`src/pqt_pkg.sv`:
```
// ----------------------------------------------------------------------------
// pqt_pkg
// Shared constants and types of the point-in-quad test pipeline.
// ----------------------------------------------------------------------------
package pqt_pkg;

  // default corner coordinate width, two's complement
  localparam int unsigned COORD_BITS_DEF = 13;

  // pipeline depth from accepted beat to result strobe
  localparam int unsigned LANE_STAGES = 5;
  localparam int unsigned PIPE_LAT    = LANE_STAGES + 1;

  // per-triangle compare results, registered at the last lane stage
  typedef struct packed {
    logic den_nz;   // denominator nonzero
    logic r_ok;     // 0 <= r <= 1
    logic s_ok;     // 0 <= s <= 1
    logic sum_lt;   // r + s < 1
    logic sum_eq;   // r + s == 1
  } pqt_flags_t;

endpackage

```
`src/pqt_tri_lane.sv`:
```
// ----------------------------------------------------------------------------
// pqt_tri_lane
// Five-stage triangle test: edge vectors, cross products, Cramer numerators,
// sign normalization, exact rational compares.
// ----------------------------------------------------------------------------
module pqt_tri_lane
  import pqt_pkg::*;
#(
  parameter int unsigned COORD_BITS = COORD_BITS_DEF
) (
  input  logic                         clk,
  input  logic signed [COORD_BITS-1:0] o_x,
  input  logic signed [COORD_BITS-1:0] o_y,
  input  logic signed [COORD_BITS-1:0] a_x,
  input  logic signed [COORD_BITS-1:0] a_y,
  input  logic signed [COORD_BITS-1:0] b_x,
  input  logic signed [COORD_BITS-1:0] b_y,
  input  logic        [COORD_BITS-2:0] p_x,
  input  logic        [COORD_BITS-2:0] p_y,
  output pqt_flags_t                   flags
);

  localparam int unsigned DW = COORD_BITS + 1;
  localparam int unsigned PW = 2 * DW;
  localparam int unsigned NW = PW + 1;

  // stage 1: vectors relative to the origin corner
  logic signed [DW-1:0] ax_r, ay_r, bx_r, by_r, dx_r, dy_r;
  logic signed [DW-1:0] ax_nxt, ay_nxt, bx_nxt, by_nxt, dx_nxt, dy_nxt;
  // stage 2: products
  logic signed [PW-1:0] pd1_r, pd2_r, pr1_r, pr2_r, ps1_r, ps2_r;
  logic signed [PW-1:0] pd1_nxt, pd2_nxt, pr1_nxt, pr2_nxt, ps1_nxt, ps2_nxt;
  // stage 3: den, rn, sn
  logic signed [NW-1:0] den_r, rn_r, sn_r;
  logic signed [NW-1:0] den_nxt, rn_nxt, sn_nxt;
  // stage 4: normalized so den >= 0
  logic signed [NW-1:0] denp_r, rnp_r, snp_r;
  logic signed [NW-1:0] denp_nxt, rnp_nxt, snp_nxt;
  // stage 5: flags
  logic signed [NW:0]   sum;
  logic signed [NW:0]   den_x;
  pqt_flags_t           flags_r, flags_nxt;

  always_comb begin
    ax_nxt = DW'(a_x) - DW'(o_x);
    ay_nxt = DW'(a_y) - DW'(o_y);
    bx_nxt = DW'(b_x) - DW'(o_x);
    by_nxt = DW'(b_y) - DW'(o_y);
    dx_nxt = $signed({1'b0, 1'b0, p_x}) - DW'(o_x);
    dy_nxt = $signed({1'b0, 1'b0, p_y}) - DW'(o_y);
  end

  always_comb begin
    pd1_nxt = ax_r * by_r;
    pd2_nxt = ay_r * bx_r;
    pr1_nxt = dx_r * by_r;
    pr2_nxt = dy_r * bx_r;
    ps1_nxt = ax_r * dy_r;
    ps2_nxt = ay_r * dx_r;
  end

  always_comb begin
    den_nxt = NW'(pd1_r) - NW'(pd2_r);
    rn_nxt  = NW'(pr1_r) - NW'(pr2_r);
    sn_nxt  = NW'(ps1_r) - NW'(ps2_r);
  end

  always_comb begin
    if (den_r[NW-1]) begin
      denp_nxt = -den_r;
      rnp_nxt  = -rn_r;
      snp_nxt  = -sn_r;
    end else begin
      denp_nxt = den_r;
      rnp_nxt  = rn_r;
      snp_nxt  = sn_r;
    end
  end

  always_comb begin
    sum              = (NW+1)'(rnp_r) + (NW+1)'(snp_r);
    den_x            = (NW+1)'(denp_r);
    flags_nxt.den_nz = (denp_r != '0);
    flags_nxt.r_ok   = !rnp_r[NW-1] && (rnp_r <= denp_r);
    flags_nxt.s_ok   = !snp_r[NW-1] && (snp_r <= denp_r);
    flags_nxt.sum_lt = (sum < den_x);
    flags_nxt.sum_eq = (sum == den_x);
  end

  always_ff @(posedge clk) begin
    ax_r    <= ax_nxt;
    ay_r    <= ay_nxt;
    bx_r    <= bx_nxt;
    by_r    <= by_nxt;
    dx_r    <= dx_nxt;
    dy_r    <= dy_nxt;
    pd1_r   <= pd1_nxt;
    pd2_r   <= pd2_nxt;
    pr1_r   <= pr1_nxt;
    pr2_r   <= pr2_nxt;
    ps1_r   <= ps1_nxt;
    ps2_r   <= ps2_nxt;
    den_r   <= den_nxt;
    rn_r    <= rn_nxt;
    sn_r    <= sn_nxt;
    denp_r  <= denp_nxt;
    rnp_r   <= rnp_nxt;
    snp_r   <= snp_nxt;
    flags_r <= flags_nxt;
  end

  assign flags = flags_r;

endmodule

```
`config.mk`:
```
export PLATFORM = sky130hd
export DESIGN_NAME = pqt_tri_lane
export DESIGN_NICKNAME = d
export VERILOG_FILES = /design/src/pqt_pkg.sv /design/src/pqt_tri_lane.sv
export SDC_FILE = /design/constraint.sdc
export NUM_CORES = 2
export LEC_CHECK = 0
export BUFFER_PORTS_ARGS = -buffer_cell sky130_fd_sc_hd__buf_4
export CORE_ASPECT_RATIO = 1.1
export CORE_UTILIZATION = 40
export CTS_CLUSTER_DIAMETER = 40
export DETAILED_ROUTE_END_ITERATION = 8
export PLACE_DENSITY = 0.61
export REMOVE_ABC_BUFFERS = 1
export SYNTH_ARGS = -nofsm -noshare
export SYNTH_HDL_FRONTEND = slang
export SYNTH_SLANG_ARGS = --single-unit
export TNS_END_PERCENT = 30
```
`constraint.sdc`:
```
create_clock -name clk -period 10.8 [get_ports clk]
set_input_delay 1.08 -clock clk [delete_from_list [all_inputs] [get_ports clk]]
set_output_delay 1.08 -clock clk [all_outputs]
set_load 0.005 [all_outputs]
```
==> flow_metrics.py <==
metrics = {
    "timing": {
        "worst_clock_skew_ns": 0.0312,
        "hold_viol_final": 0,
        "rsz0062_at_grt": "false",
        "period_share": 0.672,
        "setup_viol": 0,
        "fmaxAchievable_mhz": 138,
        "maxSlewHeadroom": 0.195,
        "post-route-min-period_ns": 7.26,
        "hold-worst-slack_ns": 0.367,
        "slew_violations": 0,
        "tns_ns": 0,
        "worst_pin_slew_ns": 1.21,
    },
    "synthesis": {
        "synth_flop_cell": "dfxtp_1",
        "ys_async_sr_fraction": 0,
        "yosysSeqAreaShare": 0.130,
        "syn_avg_cell_area_sq_um": 9.12,
        "synth_warnings": 0,
        "synth-edff-count": 0,
        "ys_types": 74,
        "synth_top_area_cell": "fa_1",
        "synth_area_leaders": "fa_1 (36%), dfxtp_1 (13%), ha_1 (13%)",
        "synth_seq_cells": 431,
        "synth_top_area_share": 0.357,
        "synth_area_sq_um": 66200,
        "synth_cells": 7265,
    },
    "job": {
        "max_cap_violations": 0,
    },
    "clock_network": {
        "cts_buffer_depth": 3,
        "cts_inserted_buffers": 81,
        "clkLatencyLatePin_ns": 0.69,
        "htreeDepth": 3,
        "root_buffer": "clkbuf_16",
        "cts.sinks": 431,
        "cts_resized": 0,
        "holdBufCountCts": 0,
        "cts_tree": "built",
        "clk_pin_slew_ns": 0.06,
        "post_cts_buffers": 0,
    },
    "layout": {
        "final_common_cell": "inv_1",
        "layout_common_cells": "inv_1 (1581), fa_1 (1180), ha_1 (682), nand2_1 (633), and2_1 (632)",
        "area_delta_synth_final_pct": 9.30,
        "drive_above_1_share": 0.0515,
        "final_cells": 9584,
        "finalNetCount": 9258,
        "fillers": 16025,
        "final_util": 0.441,
    },
    "floorplan": {
        "core-area_sq_um": 164000,
        "initial_core_util": 0.403,
        "rows": 156,
        "die_area_sq_um": 167000,
        "die-width_um": 390,
        "dieHeight_um": 429,
        "io_pins": 108,
    },
    "global_routing": {
        "grt.overflow.total": 0,
        "antenna_found_initial": 10,
        "grt_usage": 0.218,
        "grt_pass1_vias": 50718,
        "grt_max_degree": 83,
        "grt_pass1_wl_um": 283000,
    },
    "setup_path": {
        "r2r_cells": 20,
        "required_ns": 11.41,
        "cp_data_arrival_time_ns": 7.87,
        "startpoint_type": "flop",
        "path_max_fanout": 28,
        "endpoint_kind": "flop",
        "path_class": "reg2reg",
    },
    "placed_design": {
        "dp_hpwl_um": 144000,
        "portBuffers": 107,
        "gp_congestion": 0.930,
        "dp_cells": 9422,
    },
    "drt": {
        "wirelength_um": 178000,
        "avgViaCountPerCell": 4.99,
        "vias": 47828,
        "antenna_left": 0,
        "initialDrtViolationCount": 2570,
        "drcViolationCount": 0,
        "routedWlPerCell_um": 18.5,
        "first_pass_iters": 6,
    },
    "worst_hold_path": {
        "hold_path_depth": 0,
        "hp-class": "reg2reg",
    },
    "run_status": {
        "status": "finished clean",
    },
}
[kinds of logic after synthesis]
group                    after synthesis  share of synthesized area
AND/OR/NAND/NOR                     1924                      0.146
adder cells (fa/ha/maj)             1862                      0.485
buffers and inverters               1827                      0.104
AO/OA/AOI/OAI                        813                     0.0803
flip-flops                           431                      0.130
XOR/XNOR                             405                     0.0536
multiplexers                           3                   0.000453
[worst max-delay path: stages, from the launching register on]
cell,delay (ns)
dfxtp_1,1.02
nand2_1,0.31
fa_1,0.58
fa_1,0.77
inv_1,0.15
fa_1,0.48
fa_1,0.52
fa_1,0.49
inv_1,0.06
fa_1,0.49
inv_1,0.04
ha_1,0.32
a21o_1,0.17
a21o_1,0.17
a21oi_1,0.32
o21ai_0,0.16
a41o_1,0.24
o41a_1,0.36
a21o_1,0.20
a21oi_1,0.17
xnor2_1,0.13
[metal layers]
metal  global-route usage  share of wire  vias to the layer above
met1                0.267           0.41                    24045
li1                     -              -                    22404
met4                0.103          0.051                        2
met5                    0        0.00011                        -
met3               0.0259          0.045                      259
met2                0.382           0.50                     1118
[through the flow]
step	cell area, sq um	worst slack [ns]
floorplan	65300	4.47
global placement	69500	3.63
CTS	72400	3.57
finish	72400	3.54
detailed placement	69500	3.59
global route	72400	3.20
[synthesized netlist by cell type, types with 5 or more instances]
cell type     n
a211o_1      11
a211oi_1     25
a21boi_0     24
a21o_1      108
a21oi_1     212
a221o_1       5
a221oi_1      6
a31o_2        9
a31oi_1      16
a41o_1       11
and2_1      632
and3_1       18
and4_1        7
clkbuf_1    242
dfxtp_1     431
fa_1       1180
ha_1        682
inv_1      1581
nand2_1     633
nand2b_1     64
nand3_1      54
nand4_1      29
nor2_1      293
nor2b_1      46
nor3_1       62
nor4_1       25
o2111ai_1    10
o211ai_1      7
o21a_1       46
o21ai_0     178
o21bai_1     31
o31a_1        8
o31ai_1      33
o41ai_1      25
or2_2         9
or3_1        22
or4_1         6
or4_4         8
xnor2_1     330
xor2_1       75
[worst paths after layout]
check | startpoint | end | slack [ns]
min reg2reg | rn_r[0]$_DFF_P_ | rnp_r[0]$_DFF_P_ | 0.37
max reg2reg | ay_r[13]$_DFF_P_ | pd2_r[27]$_DFF_P_ | 3.54
min | rn_r[0]$_DFF_P_ | rnp_r[0]$_DFF_P_ | 0.37
max | ay_r[13]$_DFF_P_ | pd2_r[27]$_DFF_P_ | 3.54
[registers in the layout, indices dropped and copies added (netlist names), 29 cells and up]
name    count
denp_r     29
rn_r       29
den_r      29
snp_r      29
sn_r       29
rnp_r      29
[final cells by class]
type	instances	area, sq um	area share
antenna	11	27.5	0.000380
multi-input combinational	5007	50800	0.701
clock buffer	90	2100	0.0290
inverter	1581	5930	0.0820
timing repair buffer	191	1430	0.0198
sequential	431	8630	0.119
clock inverter	61	754	0.0104
tap	2212	2770	0.0382
Power is left out: the tool's default activity adds up to more than one toggle a clock period on the data nets, which glitch-free logic cannot reach.
